<file path="src/rtl/core/wbps_pkg.sv">
// Shared types and constants for the wildcard byte pattern scan unit.
// No dependencies; used by every module in rtl/core.
package wbps_pkg;

  localparam int unsigned PatternMax = 32;
  localparam int unsigned WinDepth   = PatternMax - 1;
  localparam int unsigned LenW       = 6;
  localparam int unsigned AddrW      = 64;
  localparam int unsigned DataW      = 64;
  localparam int unsigned IndexW     = 3;

  typedef enum logic [IndexW-1:0] {
    REG_PAT0,
    REG_PAT1,
    REG_PAT2,
    REG_PAT3,
    REG_MASK,
    REG_LEN,
    REG_BASE
  } cfg_reg_e;

  // Compare setting for one window position, already aligned to byte age.
  typedef struct packed {
    logic       en;
    logic [7:0] want;
  } age_cmp_t;

  typedef struct packed {
    age_cmp_t [PatternMax-1:0] age;
    logic [LenW-1:0]           len;
    logic [AddrW-1:0]          adj;
  } scan_cfg_t;

endpackage

</file>
<file path="src/rtl/core/wbps_cell.sv">
// One window cell: holds a byte of history and compares it to its aligned signature byte.
// Depends on wbps_pkg.
module wbps_cell (
  input  logic                clk_i,
  input  logic                shift_i,
  input  logic [7:0]          byte_i,
  input  wbps_pkg::age_cmp_t  cmp_i,
  output logic [7:0]          byte_o,
  output logic                ok_o
);

  logic [7:0] byte_q;

  always_ff @(posedge clk_i) begin
    if (shift_i) begin
      byte_q <= byte_i;
    end
  end

  assign byte_o = byte_q;
  // The cell compares the byte it will pass on, which is one age older than its input.
  assign ok_o   = !cmp_i.en || (byte_q == cmp_i.want);

endmodule

</file>
<file path="src/rtl/core/wbps_cfg.sv">
// Configuration registers and the derived per-age compare settings for the scan unit.
// Depends on wbps_pkg.
module wbps_cfg (
  input  logic                              clk_i,
  input  logic                              rst_ni,
  input  logic                              cfg_valid_i,
  input  logic [wbps_pkg::IndexW-1:0]       cfg_index_i,
  input  logic [wbps_pkg::DataW-1:0]        cfg_data_i,
  output wbps_pkg::scan_cfg_t               scan_cfg_o,
  output logic                              busy_o
);

  logic [wbps_pkg::PatternMax*8-1:0] pat_q;
  logic [wbps_pkg::PatternMax-1:0]   mask_q;
  logic [wbps_pkg::LenW-1:0]         len_q;
  logic [wbps_pkg::AddrW-1:0]        base_q;
  wbps_pkg::scan_cfg_t               scan_cfg_d, scan_cfg_q;
  logic                              busy_q;

  always_ff @(posedge clk_i or negedge rst_ni) begin
    if (!rst_ni) begin
      pat_q  <= '0;
      mask_q <= '0;
      len_q  <= '0;
      base_q <= '0;
      busy_q <= 1'b1;
    end else begin
      busy_q <= cfg_valid_i;
      if (cfg_valid_i) begin
        case (wbps_pkg::cfg_reg_e'(cfg_index_i))
          wbps_pkg::REG_PAT0: pat_q[0*64 +: 64]  <= cfg_data_i;
          wbps_pkg::REG_PAT1: pat_q[1*64 +: 64]  <= cfg_data_i;
          wbps_pkg::REG_PAT2: pat_q[2*64 +: 64]  <= cfg_data_i;
          wbps_pkg::REG_PAT3: pat_q[3*64 +: 64]  <= cfg_data_i;
          wbps_pkg::REG_MASK: mask_q <= cfg_data_i[wbps_pkg::PatternMax-1:0];
          wbps_pkg::REG_LEN:  len_q  <= cfg_data_i[wbps_pkg::LenW-1:0];
          wbps_pkg::REG_BASE: base_q <= cfg_data_i;
          default: ;
        endcase
      end
    end
  end

  // Signature byte k faces the byte of age len-1-k, so the settings are reversed
  // against the length here once, off the byte path.
  always_comb begin
    logic [wbps_pkg::LenW-1:0] len_sat;
    logic [wbps_pkg::LenW-1:0] k;
    logic [wbps_pkg::LenW-1:0] len_m1;
    len_sat = (len_q > wbps_pkg::LenW'(wbps_pkg::PatternMax))
              ? wbps_pkg::LenW'(wbps_pkg::PatternMax) : len_q;
    scan_cfg_d.len = len_sat;
    for (int a = 0; a < wbps_pkg::PatternMax; a++) begin
      k = len_sat - wbps_pkg::LenW'(1) - wbps_pkg::LenW'(a);
      scan_cfg_d.age[a].en   = (wbps_pkg::LenW'(a) < len_sat) && mask_q[k[4:0]];
      scan_cfg_d.age[a].want = pat_q[k[4:0]*8 +: 8];
    end
    len_m1 = (len_sat == '0) ? '0 : len_sat - wbps_pkg::LenW'(1);
    scan_cfg_d.adj = base_q - wbps_pkg::AddrW'(len_m1);
  end

  always_ff @(posedge clk_i) begin
    scan_cfg_q <= scan_cfg_d;
  end

  assign scan_cfg_o = scan_cfg_q;
  assign busy_o     = busy_q;

endmodule

</file>
<file path="src/rtl/core/wildcard_byte_pattern_scan_unit.sv">
// Top level of the wildcard byte pattern scan unit: window cell chain, scan control, result register.
// Depends on wbps_pkg, wbps_cell and wbps_cfg.
//
//   channel  | handshake               | payload
//   ---------+-------------------------+----------------------------------
//   in       | in_valid_i / in_ready_o | data_byte_i, last_byte_i
//   out      | out_valid_o/ out_ready_i| found_o, match_address_o
//   cfg      | cfg_valid_i/ cfg_ready_o| cfg_index_i, cfg_data_i
//
// One byte is taken per cycle while in_ready_o is high; its result, if any, shows at the output register
// the next cycle, and a new byte is taken while that result waits if out_ready_i is high.
// After reset and after each configuration write, in_ready_o is low
// while the aligned compare settings reload.
// A held result stalls input only when the output register cannot drain.
module wildcard_byte_pattern_scan_unit (
  input  logic                         clk_i,
  input  logic                         rst_ni,
  input  logic                         in_valid_i,
  output logic                         in_ready_o,
  input  logic [7:0]                   data_byte_i,
  input  logic                         last_byte_i,
  output logic                         out_valid_o,
  input  logic                         out_ready_i,
  output logic                         found_o,
  output logic [wbps_pkg::AddrW-1:0]   match_address_o,
  input  logic                         cfg_valid_i,
  output logic                         cfg_ready_o,
  input  logic [wbps_pkg::IndexW-1:0]  cfg_index_i,
  input  logic [wbps_pkg::DataW-1:0]   cfg_data_i
);

  wbps_pkg::scan_cfg_t              scan_cfg;
  logic                             cfg_busy;
  logic [7:0]                       win [wbps_pkg::WinDepth];
  logic [wbps_pkg::WinDepth-1:0]    cell_ok;
  logic                             accept;
  logic                             age0_ok;
  logic                             hit;
  logic                             emit_found;
  logic                             emit_none;
  logic [wbps_pkg::LenW-1:0]        seen_q, seen_inc;
  logic [wbps_pkg::AddrW-1:0]       idx_q;
  logic                             reported_q;
  logic                             out_valid_q;
  logic                             found_q;
  logic [wbps_pkg::AddrW-1:0]       addr_q;

  assign cfg_ready_o = 1'b1;

  wbps_cfg u_cfg (
    .clk_i       (clk_i),
    .rst_ni      (rst_ni),
    .cfg_valid_i (cfg_valid_i),
    .cfg_index_i (cfg_index_i),
    .cfg_data_i  (cfg_data_i),
    .scan_cfg_o  (scan_cfg),
    .busy_o      (cfg_busy)
  );

  assign in_ready_o = !cfg_busy && (!out_valid_q || out_ready_i);
  assign accept     = in_valid_i && in_ready_o;

  // Cell i holds the byte of age i+1 and checks it against its aligned setting.
  for (genvar i = 0; i < wbps_pkg::WinDepth; i++) begin : g_cell
    logic [7:0] cell_in;
    if (i == 0) begin : g_head
      assign cell_in = data_byte_i;
    end else begin : g_body
      assign cell_in = win[i-1];
    end
    wbps_cell u_cell (
      .clk_i   (clk_i),
      .shift_i (accept),
      .byte_i  (cell_in),
      .cmp_i   (scan_cfg.age[i+1]),
      .byte_o  (win[i]),
      .ok_o    (cell_ok[i])
    );
  end

  assign age0_ok  = !scan_cfg.age[0].en || (data_byte_i == scan_cfg.age[0].want);
  assign seen_inc = (seen_q == wbps_pkg::LenW'(wbps_pkg::PatternMax))
                    ? seen_q : seen_q + wbps_pkg::LenW'(1);
  assign hit        = age0_ok && (&cell_ok) && (seen_inc >= scan_cfg.len);
  assign emit_found = !reported_q && hit;
  assign emit_none  = !reported_q && !hit && last_byte_i;

  always_ff @(posedge clk_i or negedge rst_ni) begin
    if (!rst_ni) begin
      seen_q      <= '0;
      idx_q       <= '0;
      reported_q  <= 1'b0;
      out_valid_q <= 1'b0;
    end else begin
      if (accept) begin
        if (last_byte_i) begin
          seen_q     <= '0;
          idx_q      <= '0;
          reported_q <= 1'b0;
        end else begin
          seen_q     <= seen_inc;
          // The byte index stops one short of all ones and holds there, so it never
          // wraps back to zero.
          idx_q      <= (&idx_q[wbps_pkg::AddrW-1:1]) ? idx_q
                                                      : idx_q + wbps_pkg::AddrW'(1);
          reported_q <= reported_q || emit_found;
        end
      end
      if (accept && (emit_found || emit_none)) begin
        out_valid_q <= 1'b1;
      end else if (out_ready_i) begin
        out_valid_q <= 1'b0;
      end
    end
  end

  // The first matching byte sits len-1 bytes before the current one; adj folds that in.
  always_ff @(posedge clk_i) begin
    if (accept && (emit_found || emit_none)) begin
      found_q <= emit_found;
      addr_q  <= emit_found ? scan_cfg.adj + idx_q : '0;
    end
  end

  assign out_valid_o     = out_valid_q;
  assign found_o         = found_q;
  assign match_address_o = addr_q;

endmodule
</file>
<file path="config.mk">
export PLATFORM = sky130hd
export DESIGN_NAME = wildcard_byte_pattern_scan_unit
export DESIGN_NICKNAME = d
export VERILOG_FILES = /design/src/rtl/core/wbps_pkg.sv /design/src/rtl/core/wbps_cell.sv /design/src/rtl/core/wbps_cfg.sv /design/src/rtl/core/wildcard_byte_pattern_scan_unit.sv
export SDC_FILE = /design/constraint.sdc
export NUM_CORES = 2
export LEC_CHECK = 0
export BUFFER_PORTS_ARGS = -buffer_cell sky130_fd_sc_hd__buf_2
export CAP_MARGIN = 30
export CELL_PAD_IN_SITES_DETAIL_PLACEMENT = 0
export CELL_PAD_IN_SITES_GLOBAL_PLACEMENT = 1
export CORE_MARGIN = 4
export CORE_UTILIZATION = 40
export CTS_CLUSTER_DIAMETER = 30
export CTS_CLUSTER_SIZE = 12
export DETAILED_ROUTE_END_ITERATION = 8
export PLACE_DENSITY_LB_ADDON = 0.1
export REMOVE_ABC_BUFFERS = 1
export SYNTH_ARGS = -nofsm -noshare
export SYNTH_HDL_FRONTEND = slang
export SYNTH_SLANG_ARGS = --single-unit
</file>
<file path="constraint.sdc">
create_clock -name clk_i -period 10.65 [get_ports clk_i]
set_input_delay 0 -clock clk_i [delete_from_list [all_inputs] [get_ports clk_i]]
set_output_delay 0 -clock clk_i [all_outputs]
set_load 0.02 [all_outputs]
</file>
Word level (Yosys, flattened, before mapping)
Cells that the tools add are included.
{ "op_classes": {"addsub": 36, "muxes": 73, "n_lt_le_gt_ge": 66, "n_eq_ne": 40, "reduce_logical": 124, "shift": 32} }
{ "ops": {"columns": ["cell", "n"], "rows": [
  ["variable part select 256 x 9 -> 8 bit", 32],
  ["== test 8 bit", 32],
  ["less-than comparator 5 x 6 -> 1 bit, second input constant", 32],
  ["binary-select mux 1 bit (select 5 bit)", 32],
  ["two-way mux 64 bit", 2],
  ["less-than comparator 5 x 6 -> 1 bit, first input constant", 16],
  ["subtractor 5 bit, second input constant", 16],
  ["adder 64 x 1 -> 64 bit, second input constant", 1],
  ["adder 64 bit", 1],
  ["subtractor 64 x 6 -> 64 bit", 1],
  ["AND reduction 63 bit", 1],
  ["less-than comparator 4 x 6 -> 1 bit, first input constant", 8],
  ["logical AND 1 bit", 40],
  ["subtractor 5 x 4 -> 5 bit, second input constant", 8],
  ["zero test 1 bit", 36],
  ["logical OR 1 bit", 35],
  ["two-way mux 1 bit", 35],
  ["AND reduction 31 bit", 1],
  ["less-than comparator 3 x 6 -> 1 bit, first input constant", 4],
  ["two-way mux 6 bit", 4],
  ["subtractor 5 x 3 -> 5 bit, second input constant", 4],
  ["AND reduction 2 bit", 8],
  ["less-than comparator 1 x 6 -> 1 bit, first input constant", 2],
  ["less-than comparator 2 x 6 -> 1 bit, first input constant", 2],
  ["14 further kinds", 18]
]} }
{ "word_totals": {"inputBits": 81, "out_inout_bits": 68, "ff_bits": 1102, "elab_cells": 482} }

Logic depth before layout (Yosys ltp)
{ "logic_depth": {"ltp_word": 11, "depth_mapped": 24, "depth_no_buf": 17} }

Cells and area by module
Synthesis repeated with hierarchy kept, for this count alone.
{ "hier_totals": {"hier_cells": 4539, "hier_area_um2": 60526.8} }
{ "by_module_without_submodules": {"columns": ["module", "area_per_inst_um2", "seq_area_each_um2", "cells_each", "instances"], "rows": [
  ["wbps_cfg", 39914.5, 16151.7, 2723, 1],
  ["wildcard_byte_pattern_scan_unit", 10450.0, 3753.6, 1227, 1],
  ["wbps_cell", 327.8, 240.2, 19, 31]
]} }

Worst setup path after synthesis
No wires, ideal clock.
{ "synth_timing": {"path_type": "register to register", "startpoint": "register out_valid_q, in the netlist out_valid_o", "endpoint": "register idx_q[59] (netlist bit)", "path_stages_with_launch": 11, "path_slack_ns": 2.312, "period_less_slack_ns": 8.338, "t_arrival_ns": 8.206, "setup_ns": 0.132, "path_buffers": 1, "required_ns": 10.518, "cell_sequence": "dfrtp_1 a21oi_1 nand2_1 inv_1 o21ai_0 or3_1 clkbuf_1 nor3_2 nand3_1 xor2_1 nor2_1"} }
{ "synth_via": {"elab_chain_len": 5} }
{ "synth_rtl": {"columns": ["element", "line_no", "source"], "rows": [
  ["start, declared", "wildcard_byte_pattern_scan_unit.sv:44", "logic out_valid_q;"],
  ["start signal, assigned", "wildcard_byte_pattern_scan_unit.sv:93", "out_valid_q <= 1'b0;"],
  ["start signal, assigned", "wildcard_byte_pattern_scan_unit.sv:110", "out_valid_q <= 1'b1;"],
  ["start signal, assigned", "wildcard_byte_pattern_scan_unit.sv:112", "out_valid_q <= 1'b0;"],
  ["zero test 1 bit", "wildcard_byte_pattern_scan_unit.sv:60", "assign in_ready_o = !cfg_busy && (!out_valid_q || out_ready_i);"],
  ["logical OR 1 bit", "wildcard_byte_pattern_scan_unit.sv:60", null],
  ["logical AND 1 bit", "wildcard_byte_pattern_scan_unit.sv:60", null],
  ["net in_ready_o", "wildcard_byte_pattern_scan_unit.sv:19", "output logic in_ready_o,"],
  ["logical AND 1 bit", "wildcard_byte_pattern_scan_unit.sv:61", "assign accept = in_valid_i && in_ready_o;"],
  ["net accept", "wildcard_byte_pattern_scan_unit.sv:36", "logic accept;"],
  ["AND reduction 2 bit (no line)", null, null],
  ["end signal, assigned", "wildcard_byte_pattern_scan_unit.sv:104", "idx_q <= (&idx_q[wbps_pkg::AddrW-1:1]) ? idx_q"],
  ["end, declared", "wildcard_byte_pattern_scan_unit.sv:42", "logic [wbps_pkg::AddrW-1:0] idx_q;"]
]} }
The timed path passes the listed nets, and every way through them passes these cells.
A chain may end at the register's enable or synchronous reset.

==> impl_metrics.py <==
metrics = {
    "floorplanning": {
        "core_um2": 144400,
        "die_h_um": 390.0,
        "boundaryPins": 149,
        "die-area_um2": 152100,
        "initial_core_util_pct": 40.43,
        "die_w_um": 390.0,
        "rows": 139,
    },
    "synthesis": {
        "synth_top_family_by_area": "multiplexers",
        "synth_mux_area_share_pct": 32.81,
        "avgSynthCellArea_um2": 12.57,
        "syn_area_um2": 58360,
        "synthCells": 4641,
        "synth_compound_area_share_pct": 3.803,
        "synth_edf_count": 313,
        "synth-simple-area-share_pct": 5.866,
        "ys_seq_area_share_pct": 46.87,
        "netlist-cell-type-count": 74,
        "synth-seq-cells": 1102,
        "synth_warnings": 0,
        "synth-main-ff-cell": "dfrtp_1",
        "synth_xor_area_share_pct": 6.588,
        "async_flop_share_pct": 39.11,
        "synth_fa_ha_area_share_pct": 2.041,
    },
    "pwr": {
        "max-vdd-ir-drop_uv": 234.6,
        "intPower_mw": 16.47,
        "combinationalPowerShare_pct": 41.7,
        "p_sw_mw": 9.932,
        "total_power_mw": 26.40,
        "power_frac_seq_pct": 24.3,
        "power_leakage_nw": 30.45,
        "switching_share_pct": 37.62,
        "powerDensity_nw_per_um2": 362.9,
        "p_clk_share_pct": 33.9,
    },
    "min_path": {
        "holdCritStartpoint": "cfg_data_i[44]",
        "min_to": "u_cfg.pat_q[172]",
        "hold_class": "in -> reg",
        "hold_path_depth": 3,
    },
    "sta": {
        "slew_headroom_pct": 29.45,
        "setup_viol": 0,
        "fin_skew_ns": 0.07895,
        "period_share_pct": 53.45,
        "fmax_mhz": 175.7,
        "report.final.slew_viol_count": 0,
        "hold_ws_ns": 0.04049,
        "hold_viol": 0,
        "post-route-min-period_ns": 5.692,
        "rsz0062_at_grt": "no",
        "worstMarginPinSlew_ns": 1.058,
    },
    "setup_path": {
        "crit_chain": "nand2b_4 > ha_1 > nand2b_1 > or3_1 > nand2_1 > ha_1 > nor2b_1 > o21ai_0 > a21boi_0 > o21ai_0 > nand2b_1 > and2_1 > nor4_2 > nand3_1 > nor4_1 > xor2_1",
        "crit_cells": 16,
        "max_stage_delay_ns": 0.82,
        "rrSetupSlack_ns": 4.96,
        "required_ns": 11.45,
        "cp_num_buf_inv": 0,
        "critPathKind": "reg -> reg",
        "cp_top_family": "simple AND/OR/NAND/NOR gates",
        "cp-start-kind": "flop",
        "crit_fanout": 24,
        "slowest_stage": "nor4_2",
        "reg2reg_depth": 16,
        "crit_arrival_ns": 6.50,
        "endpoint_kind": "flop",
        "rr_endpoint": "u_cfg.scan_cfg_o[59]",
        "timing.rr.start": "u_cfg.len_q[5]",
    },
    "clock_network": {
        "cts_buffers": 303,
        "cts_tree": "built",
        "clock_latency_ns": 0.93,
        "clkSlewWorstSetupHoldPaths_ns": 0.05,
        "cts_root_buffer": "clkbuf_16",
        "cts_max_path_buffers": 4,
        "htreeDepth": 5,
        "numClockSinks": 1102,
    },
    "grt": {
        "antenna_found_initial": 18,
        "grt_pass1_vias": 41050,
        "track_usage_pct": 28.04,
        "overflow": 0,
        "grt_pass1_wl_um": 304600,
        "grt_start_max_net_pins": 149,
    },
    "detailed_routing": {
        "vias": 41000,
        "first_pass_iters": 5,
        "drt_wl_total_um": 216200,
        "ant_nets": 0,
        "drcViolationCount": 0,
        "wl_per_cell_um": 30.15,
        "drt-initial-drc-count": 3386,
        "viasPerCell": 5.717,
    },
    "finish": {
        "ff_latch_area_um2": 27350,
        "area_growth_syn_to_layout_pct": 24.66,
        "multiInputGateArea_um2": 30130,
        "final_util_pct": 50.40,
        "final_net_count": 5214,
        "layout_commonest_cell": "mux2i_1",
        "most-common-layout-cells": "mux2i_1, mux2_2, dfrtp_1",
        "n_fill_cell": 12660,
        "drive_gt1_share_pct": 29.49,
    },
    "status": {
        "status": "complete, no violations",
    },
    "flow_run": {
        "maxCapViolCount": 0,
    },
    "placed_design": {
        "dp_hpwl_um": 160700,
        "place.gp.congestion": 1.067,
        "port-buffer-count": 147,
    },
}
[layout make-up]
type / count / share of cell area [%]
repair buffers: 331 / 3.488
well taps: 1903 / 3.273
multi-input cells: 3235 / 41.41
flip-flops and latches: 1102 / 37.60
clock buffers: 396 / 11.75
inverters: 66 / 0.3663
clock inverters: 136 / 2.112
diodes: 2 / 0.006879
[repair_timing]
item / CTS / global route
buffers inserted: 0 / 0
endpoints found under the hold margin: 505 / 0
gates resized for setup: 0 / 0
setup endpoints to repair: 0 / 0
hold buffers: 102 / 0
[power groups by stage]
stage	Combinational, mW	Sequential, mW	Clock [mW]
2_1_floorplan	7.64	6.03	0
3_3_place_gp	10.7	6.47	0
3_5_place_dp	10.8	6.46	0
4_1_cts	10.9	6.41	9.06
5_1_grt	11.6	6.50	9.29
6_report	11.0	6.43	8.95
[worst max path at each step]
stage,from,endpoint,slack (ns)
floorplan,u_cfg.len_q[5],u_cfg.scan_cfg_o[159],-9.35
detailed placement,u_cfg.len_q[5],u_cfg.scan_cfg_o[59],5.06
global route,u_cfg.len_q[5],u_cfg.scan_cfg_o[59],4.73
CTS,u_cfg.len_q[5],u_cfg.scan_cfg_o[59],5.08
finish,u_cfg.len_q[5],u_cfg.scan_cfg_o[59],4.96
global placement,u_cfg.len_q[5],u_cfg.scan_cfg_o[59],5.06
[kinds of logic (layout without fill, tap and decap cells)]
kind of cell | after synthesis | in the layout
buffers and inverters | 304 | 929
other | 1 | 3
muxes | 1654 | 1654
DFF | 1102 | 1102
AOI/OAI and AO/OA | 369 | 369
xor gates and xnor gates | 439 | 439
adders and majority gates | 94 | 94
and+or+nand+nor | 678 | 678
[worst register-to-register path, cell delays in order, from the launching register on]
cell      delay (ns)
dfrtp_1         0.74
nand2b_4        0.62
ha_1            0.43
nand2b_1        0.14
or3_1           0.39
nand2_1         0.16
ha_1            0.24
nor2b_1         0.12
o21ai_0         0.21
a21boi_0        0.15
o21ai_0         0.19
nand2b_1        0.12
and2_1          0.26
nor4_2          0.82
nand3_1         0.46
nor4_1          0.42
xor2_1          0.17
[registers in the layout, summed over array words and instances (netlist names), 32 cells and up]
signal,count
u_cfg.mask_q,32
g_cell.u_cell.byte_o,248
idx_q,64
u_cfg.pat_q,256
match_address_o,64
u_cfg.scan_cfg_o,358
u_cfg.base_q,64
[metrics by stage]
stage / instance area (µm²) / std cells / setup TNS (ns) / worst slack (ns)
after global placement: 61420 / 6523 / 0 / 5.062
after global routing: 72740 / 7169 / 0 / 4.732
after CTS: 72690 / 7167 / 0 / 5.079
after floorplan: 57430 / 4403 / -2213.12 / -9.351
final: 72750 / 7171 / 0 / 4.958
after detailed placement: 61570 / 6533 / 0 / 5.063
[per-layer routing]
layer  global-route usage [%]  routed length [µm]
met5                        0                   0
met4                    8.881                6806
met3                    5.696               14310
met2                    42.34               94700
met1                    40.41              100400
[cells in the mapped netlist (29+ instances only)]
| library cell | count | area share, % |
|---|---|---|
| nand2_1 | 118 | 0.76 |
| o21ai_0 | 112 | 0.96 |
| dfxtp_1 | 358 | 12 |
| clkbuf_1 | 158 | 1.0 |
| mux2_2 | 622 | 12 |
| buf_1 | 55 | 0.35 |
| or3_1 | 29 | 0.31 |
| nand3_1 | 44 | 0.38 |
| edfxtp_1 | 313 | 16 |
| nor2_1 | 205 | 1.3 |
| inv_1 | 64 | 0.41 |
| a21oi_1 | 123 | 1.1 |
| xnor2_1 | 352 | 5.3 |
| mux2i_1 | 887 | 15 |
| nor3_1 | 46 | 0.39 |
| dfrtp_1 | 430 | 18 |
| xor2_1 | 87 | 1.3 |
| ha_1 | 92 | 2.0 |
| mux4_2 | 145 | 5.6 |
| nand4_1 | 106 | 1.1 |
No activity file was read; power rests on OpenSTA's default activity.
